**config.mk**
```make
export PLATFORM = sky130hd
export DESIGN_NAME = rrci_front
export DESIGN_NICKNAME = d
export VERILOG_FILES = /design/src/rtl/core/rrci_pkg.sv /design/src/rtl/core/rrci_front.sv
export SDC_FILE = /design/constraint.sdc
export NUM_CORES = 1
export LEC_CHECK = 0
export ABC_AREA = 1
export BUFFER_PORTS_ARGS = -buffer_cell sky130_fd_sc_hd__buf_4
export CAP_MARGIN = 20
export CORE_MARGIN = 2
export CORE_UTILIZATION = 34
export DETAILED_ROUTE_END_ITERATION = 7
export PLACE_DENSITY_LB_ADDON = 0.3
export SETUP_SLACK_MARGIN = 0.05
export SYNTH_ARGS = -nofsm -noshare
export SYNTH_HDL_FRONTEND = slang
export SYNTH_SLANG_ARGS = --single-unit
```
**constraint.sdc**
```tcl
create_clock -name clk -period 2.5 [get_ports clk]
set_input_delay 0.25 -clock clk [delete_from_list [all_inputs] [get_ports clk]]
set_output_delay 0.25 -clock clk [all_outputs]
set_load 0.05 [all_outputs]
```
**src/rtl/core/rrci_pkg.sv**
```systemverilog
// ----------------------------------------------------------------------------
// Round-robin class interleaver package
// Sizes and command codes shared by the front and back parts of the
// interleaver, and the status codes and sequencer states of the back part.
// ----------------------------------------------------------------------------
package rrci_pkg;

	// Store geometry.
	localparam int NUM_CLASSES = 256;
	localparam int MAX_ITEMS   = 4096;
	localparam int TAG_BITS    = 32;

	localparam int CLS_W  = (NUM_CLASSES > 1) ? $clog2(NUM_CLASSES) : 1;
	localparam int SLOT_W = $clog2(MAX_ITEMS);
	localparam int CNT_W  = $clog2(MAX_ITEMS + 1);
	localparam int TAG_W  = TAG_BITS;

	// Port field widths.
	localparam int IN_TAG_W  = 32;
	localparam int IN_CLS_W  = 8;
	localparam int OUT_TAG_W = 32;
	localparam int OUT_CLS_W = 8;
	localparam int STAT_W    = 2;
	localparam int DATA_W    = 40;

	// Command kinds after classification in the front part.
	typedef enum logic [1:0] {
		OP_PUSH,
		OP_POP,
		OP_REJECT
	} op_t;

	// Result status codes.
	typedef enum logic [STAT_W-1:0] {
		STAT_PUSHED  = 2'd0,
		STAT_POPPED  = 2'd1,
		STAT_EMPTY   = 2'd2,
		STAT_DROPPED = 2'd3
	} status_t;

	// Back-end sequencer states.
	typedef enum logic [1:0] {
		S_IDLE,
		S_PUSH,
		S_POP_HEAD,
		S_POP_DATA
	} state_t;

	// One classified command held in the queue between front and back.
	typedef struct packed {
		op_t              op;
		logic [TAG_W-1:0] tag;
		logic [CLS_W-1:0] cls;
	} cmd_t;

	// Queue output toward the back part.
	typedef struct packed {
		logic valid;
		cmd_t cmd;
	} cmdq_t;

endpackage

```
**src/rtl/core/rrci_front.sv**
```systemverilog
// ----------------------------------------------------------------------------
// Round-robin class interleaver front end
// Accepts input transactions, classifies them into push, pop or reject, and
// holds them in a two-entry queue for the back end.
// ----------------------------------------------------------------------------
module rrci_front (
	input  logic                              clk,
	input  logic                              arst_n,
	input  logic                              s_tvalid,
	output logic                              s_tready,
	input  logic [rrci_pkg::DATA_W-1:0]       s_tdata,  // job_tag[31:0], class_index[39:32]
	input  logic [0:0]                        s_tuser,  // func[0]
	output rrci_pkg::cmdq_t                   q_out,
	input  logic                              q_pop
);

	rrci_pkg::cmd_t entry_q [2];
	logic           wr_ptr_q;
	logic           rd_ptr_q;
	logic [1:0]     cnt_q;
	rrci_pkg::cmd_t new_cmd;
	logic [rrci_pkg::IN_CLS_W-1:0] in_cls;
	logic           push;
	logic           pop;

	// Classify the incoming transaction.
	always_comb begin
		in_cls      = s_tdata[rrci_pkg::IN_TAG_W +: rrci_pkg::IN_CLS_W];
		new_cmd.tag = rrci_pkg::TAG_W'(s_tdata[rrci_pkg::IN_TAG_W-1:0]);
		new_cmd.cls = rrci_pkg::CLS_W'(in_cls);
		if (s_tuser[0]) begin
			new_cmd.op = rrci_pkg::OP_POP;
		end else if (int'(in_cls) < rrci_pkg::NUM_CLASSES) begin
			new_cmd.op = rrci_pkg::OP_PUSH;
		end else begin
			new_cmd.op = rrci_pkg::OP_REJECT;
		end
	end

	assign s_tready    = (cnt_q != 2'd2);
	assign push        = s_tvalid && s_tready;
	assign pop         = q_pop && (cnt_q != 2'd0);
	assign q_out.valid = (cnt_q != 2'd0);
	assign q_out.cmd   = entry_q[rd_ptr_q];

	// Queue storage.
	always_ff @(posedge clk) begin
		if (push) begin
			entry_q[wr_ptr_q] <= new_cmd;
		end
	end

	// Queue pointers and fill count.
	always_ff @(posedge clk or negedge arst_n) begin
		if (!arst_n) begin
			wr_ptr_q <= 1'b0;
			rd_ptr_q <= 1'b0;
			cnt_q    <= 2'd0;
		end else begin
			if (push) begin
				wr_ptr_q <= ~wr_ptr_q;
			end
			if (pop) begin
				rd_ptr_q <= ~rd_ptr_q;
			end
			cnt_q <= cnt_q + 2'(push) - 2'(pop);
		end
	end

endmodule

```
### Yosys cells after proc, flatten, opt, wreduce, memory -nomap -nowiden

Memories as Yosys holds them, arrays and structs flattened.
Index checks and enable logic that the tools add are counted.

* reductions and logical operators: 3
* muxes and demuxes: 3
* add/sub/neg operators: 2
* equality and inequality tests: 1
* bitwise gates (word level): 2

Operator list (count)
* 1-bit two-way mux: 3
* 2-bit by 1-bit adder with 2-bit output: 1
* 1-bit logical AND: 2
* 2-bit inequality test (second input constant): 1
* 1-bit NOT: 2
* 2-bit nonzero test: 1
* 2-bit by 1-bit subtractor with 2-bit output: 1

* memory bits (writable): 82
* logic and storage cells: 15
* input bits: 45
* memories kept: 1
* bits in registers: 4

Memories
* entry_q: words 2, bits a word 41, read ports 1, clocked after Yosys merged registers in 0, write ports 1, RTL line rrci_front.sv:17 `rrci_pkg::cmd_t entry_q [2];`

### Longest topological paths before layout

* depth in word-level cells: 4
* mapped depth: 10

### Least setup slack after synthesis

No wires, ideal clock.

* kind: reg2reg
* start: register cnt_q[1]
* end: memory entry_q[1][0] (netlist bit), enable pin
* path buffers: 0
* required time: 2060 ps
* data arrival time: 2677 ps
* cell stages (with the launch flop): 4
* period minus slack after synthesis: 3116 ps
* setup slack: -616 ps
* cells stage by stage: dfrtp_1 > nand2_1 > nand2_1 > nor2_1

* longest elaborated chain between the ends: 4

RTL lines
* start: declaration: RTL line rrci_front.sv:20 `logic [1:0] cnt_q;`
* start signal: assignment: RTL line rrci_front.sv:66 `cnt_q <= cnt_q + 2'(push) - 2'(pop);`
* 2-bit inequality test: RTL line rrci_front.sv:40 `assign s_tready = (cnt_q != 2'd2);`
* via s_tready: RTL line rrci_front.sv:10 `output logic s_tready,`
* 1-bit logical AND: RTL line rrci_front.sv:41 `assign push = s_tvalid && s_tready;`
* 1-bit two-way mux: RTL line rrci_front.sv:48 `if (push) begin`
* 1-bit two-way mux (not written as such): RTL line rrci_front.sv:49 `entry_q[wr_ptr_q] <= new_cmd;`
* end: declaration: RTL line rrci_front.sv:17

The timed path passes the listed nets, and every way through them passes these cells.

==> impl_metrics.yaml <==
status:
  run_status: "complete, no violations"
finish:
  post-route-util_pct: 45.6
  diodes: 0
  multi_input_area_sq_um: 591
  seq_area_sq_um: 2560
  final_area_sq_um: 4260
  nets: 387
  fillers: 844
  area_delta_synth_final_pct: 29.5
  drive_gt1_share_pct: 33.7
die:
  die_h_microns: 102
  start_util_pct: 35.3
  die-area_sq_um: 10500
  io_pins: 89
  num_rows: 35
  core_area_sq_um: 9330
  die_x_microns: 102
sta:
  fmax_mhz: 493
  worst_pin_slew_ns: 0.593
  finClkSkew_ns: 0.00885
  setup_viol: 0
  rsz0062_at_grt: "no"
  final_max_slew_viol_count: 0
  fin_ws_ns: 0.470
  slew_headroom_pct: 60.5
  fin_crit_ns: 2.03
  hold_violations: 0
  post-route-period-util_pct: 81.2
  finalSetupTns_ns: 0
worst_setup_path:
  rr_endpoint: "entry_q[1][23]"
  crit_chain: "buf_4 > nand2_1 > nand2_1 > buf_4"
  crit_path_top_delay_cell: "dfrtp_2"
  crit_path_start: "rd_ptr_q"
  crit_buf_inv: 2
  max_stage_delay_ns: 0.74
  arrival_ns: 1.78
  r2r_start: "cnt_q[1]"
  cp-start-kind: "flip-flop"
  path_delay_family: "flip-flops"
  critical_path_class: "reg -> out"
  required_ns: 2.25
  reg2regPathDepth: 4
  worstPathMaxFanout: 28
  endpoint_kind: "primary output"
  rrSetupSlack_ns: 0.90
placed_design:
  dp_hpwl_mm: 3.87
  postPlaceCellArea_sq_um: 4050
  dpl_worst_slack_ns: 0.806
  gp_congestion: 0.710
  portBuffers: 87
global_route:
  grt_pass1_vias: 1903
  gr-usage-met2_pct: 20.8
  grt.overflow.total: 0
  grt_use_met3_pct: 4.99
  grt_max_degree: 43
  busiest_layer: "met2"
  grt_pass1_wl_mm: 9.20
  antenna_found_initial: 0
  grt.total_usage_pct: 12.1
  met1_usage_pct: 13.6
yosys:
  avgSynthCellArea_sq_um: 13.3
  syn_nets: 295
  synth_commonest_cells: "nand2_1, edfxtp_1, nand2_2"
  synth_top_area_share_pct: 74.9
  yosys_warnings: 0
  yosys.area.top_type: "edfxtp_1"
  yosysUniqueCellTypes: 13
  synth-seq-cells: 86
  syn-cell-area_sq_um: 3290
  async_flop_share_pct: 4.65
  synthCells: 248
  synth_ff_type: "edfxtp_1"
  ys_seq_area_share_pct: 77.9
  yosysMostFrequentCell: "nand2_1"
  yosys-top-cells-area: "edfxtp_1, nand2_1, dfrtp_1"
  synth_edf_count: 82
min_path:
  hp-class: "in -> reg"
  hold_path_end: "entry_q[1][27]"
  holdCritStartpoint: "s_tdata[19]"
  min_path_cells: 1
route:
  vias: 1992
  viasPerCell: 4.21
  dr.pass1.iters: 4
  ant_nets: 0
  drc: 0
  wl_per_cell_microns: 12.8
  drt-initial-drc-count: 44
  wirelength_mm: 6.07
power_and_ir_drop:
  powerDensity_nw_per_um2: 1400
  power_mw: 5.95
  ir_drop_v: 0.000620
  leakagePower_nw: 1.82
clock_network:
  clockBufferDepth: 2
  cts_buffers: 9
  clock-sinks: 86
  htree_levels: 3
  path_clk_slew_ns: 0.08
  cts_root_buf: "clkbuf_8"
  clkLatencyLatePin_ns: 0.34
  cts_resized: 0
  cts_tree: "done"
job:
  cap_violations: 0
==> final cells by class <==
| type | instances | share of cell area, % |
|---|---|---|
| Sequential cell | 86 | 60.2 |
| Tap cell | 129 | 3.79 |
| Clock inverter | 5 | 1.76 |
| Inverter | 9 | 0.970 |
| Clock buffer | 10 | 3.00 |
| Multi-Input combinational cell | 143 | 13.9 |
| Timing Repair Buffer | 91 | 16.4 |
==> how the worst max path moves through the flow <==
stage | end | cells after the start
6_report | q_out[37] | 4
5_1_grt | q_out[28] | 4
4_1_cts | q_out[37] | 4
3_5_place_dp | q_out[37] | 4
3_3_place_gp | q_out[30] | 4
2_1_floorplan | entry_q[0][0] | 3
==> sequential cells by signal, summed over array words and instances (netlist names) <==
register,count
entry_q,82
rd_ptr_q,1
wr_ptr_q,1
cnt_q,2
==> what timing repair did <==
| action | in CTS | in global routing |
|---|---|---|
| hold buffers | 1 | 0 |
| buffers inserted | 0 | 0 |
| endpoints found under the hold margin | 4 | 0 |
==> metrics by stage <==
step | cells | hold WS [ns]
2_1_floorplan | 248 | -0.0456
4_1_cts | 473 | 0.0675
6_report | 473 | 0.0864
3_3_place_gp | 457 | 0.0498
3_5_place_dp | 457 | 0.0492
5_1_grt | 473 | 0.0562
==> routing by layer <==
metal,routed length [microns],vias to the layer above
li1,-,1002
met1,2560,920
met2,3010,63
met3,420,7
met4,79,0
met5,0,-
==> where the power goes <==
group          internal, mW  switching (mW)
registers              1.97           0.157
clock network         0.551           0.447
logic                 0.745            2.08
total                  3.26            2.69
==> cell families (layout without fill, tap and decap cells) <==
family                     Yosys count  count (layout)  synth area share, %
and+or+nand+nor                    140             140                 16.9
DFF                                 86              86                 77.9
buffers and inverters               19             115                 4.34
adders and majority gates            2               2                0.761
other                                1               1                0.114
==> cell usage in the layout (no fill, tap or decap) <==
| master | netlist | final |
|---|---|---|
| buf_12 | 0 | 1 |
| buf_4 | 4 | 89 |
| bufinv_16 | 0 | 2 |
| clkbuf_1 | 0 | 1 |
| clkbuf_8 | 0 | 9 |
| clkinv_1 | 0 | 2 |
| clkinvlp_4 | 0 | 1 |
| conb_1 | 1 | 1 |
| dfrtp_1 | 4 | 3 |
| dfrtp_2 | 0 | 1 |
| dlygate4sd3_1 | 0 | 1 |
| edfxtp_1 | 82 | 82 |
| ha_1 | 2 | 2 |
| inv_1 | 8 | 7 |
| inv_2 | 0 | 1 |
| inv_8 | 1 | 1 |
| nand2_1 | 126 | 126 |
| nand2_2 | 10 | 10 |
| nand3_1 | 3 | 3 |
| nor2_4 | 0 | 1 |
Note: power is estimated with default switching activity, not from simulation.
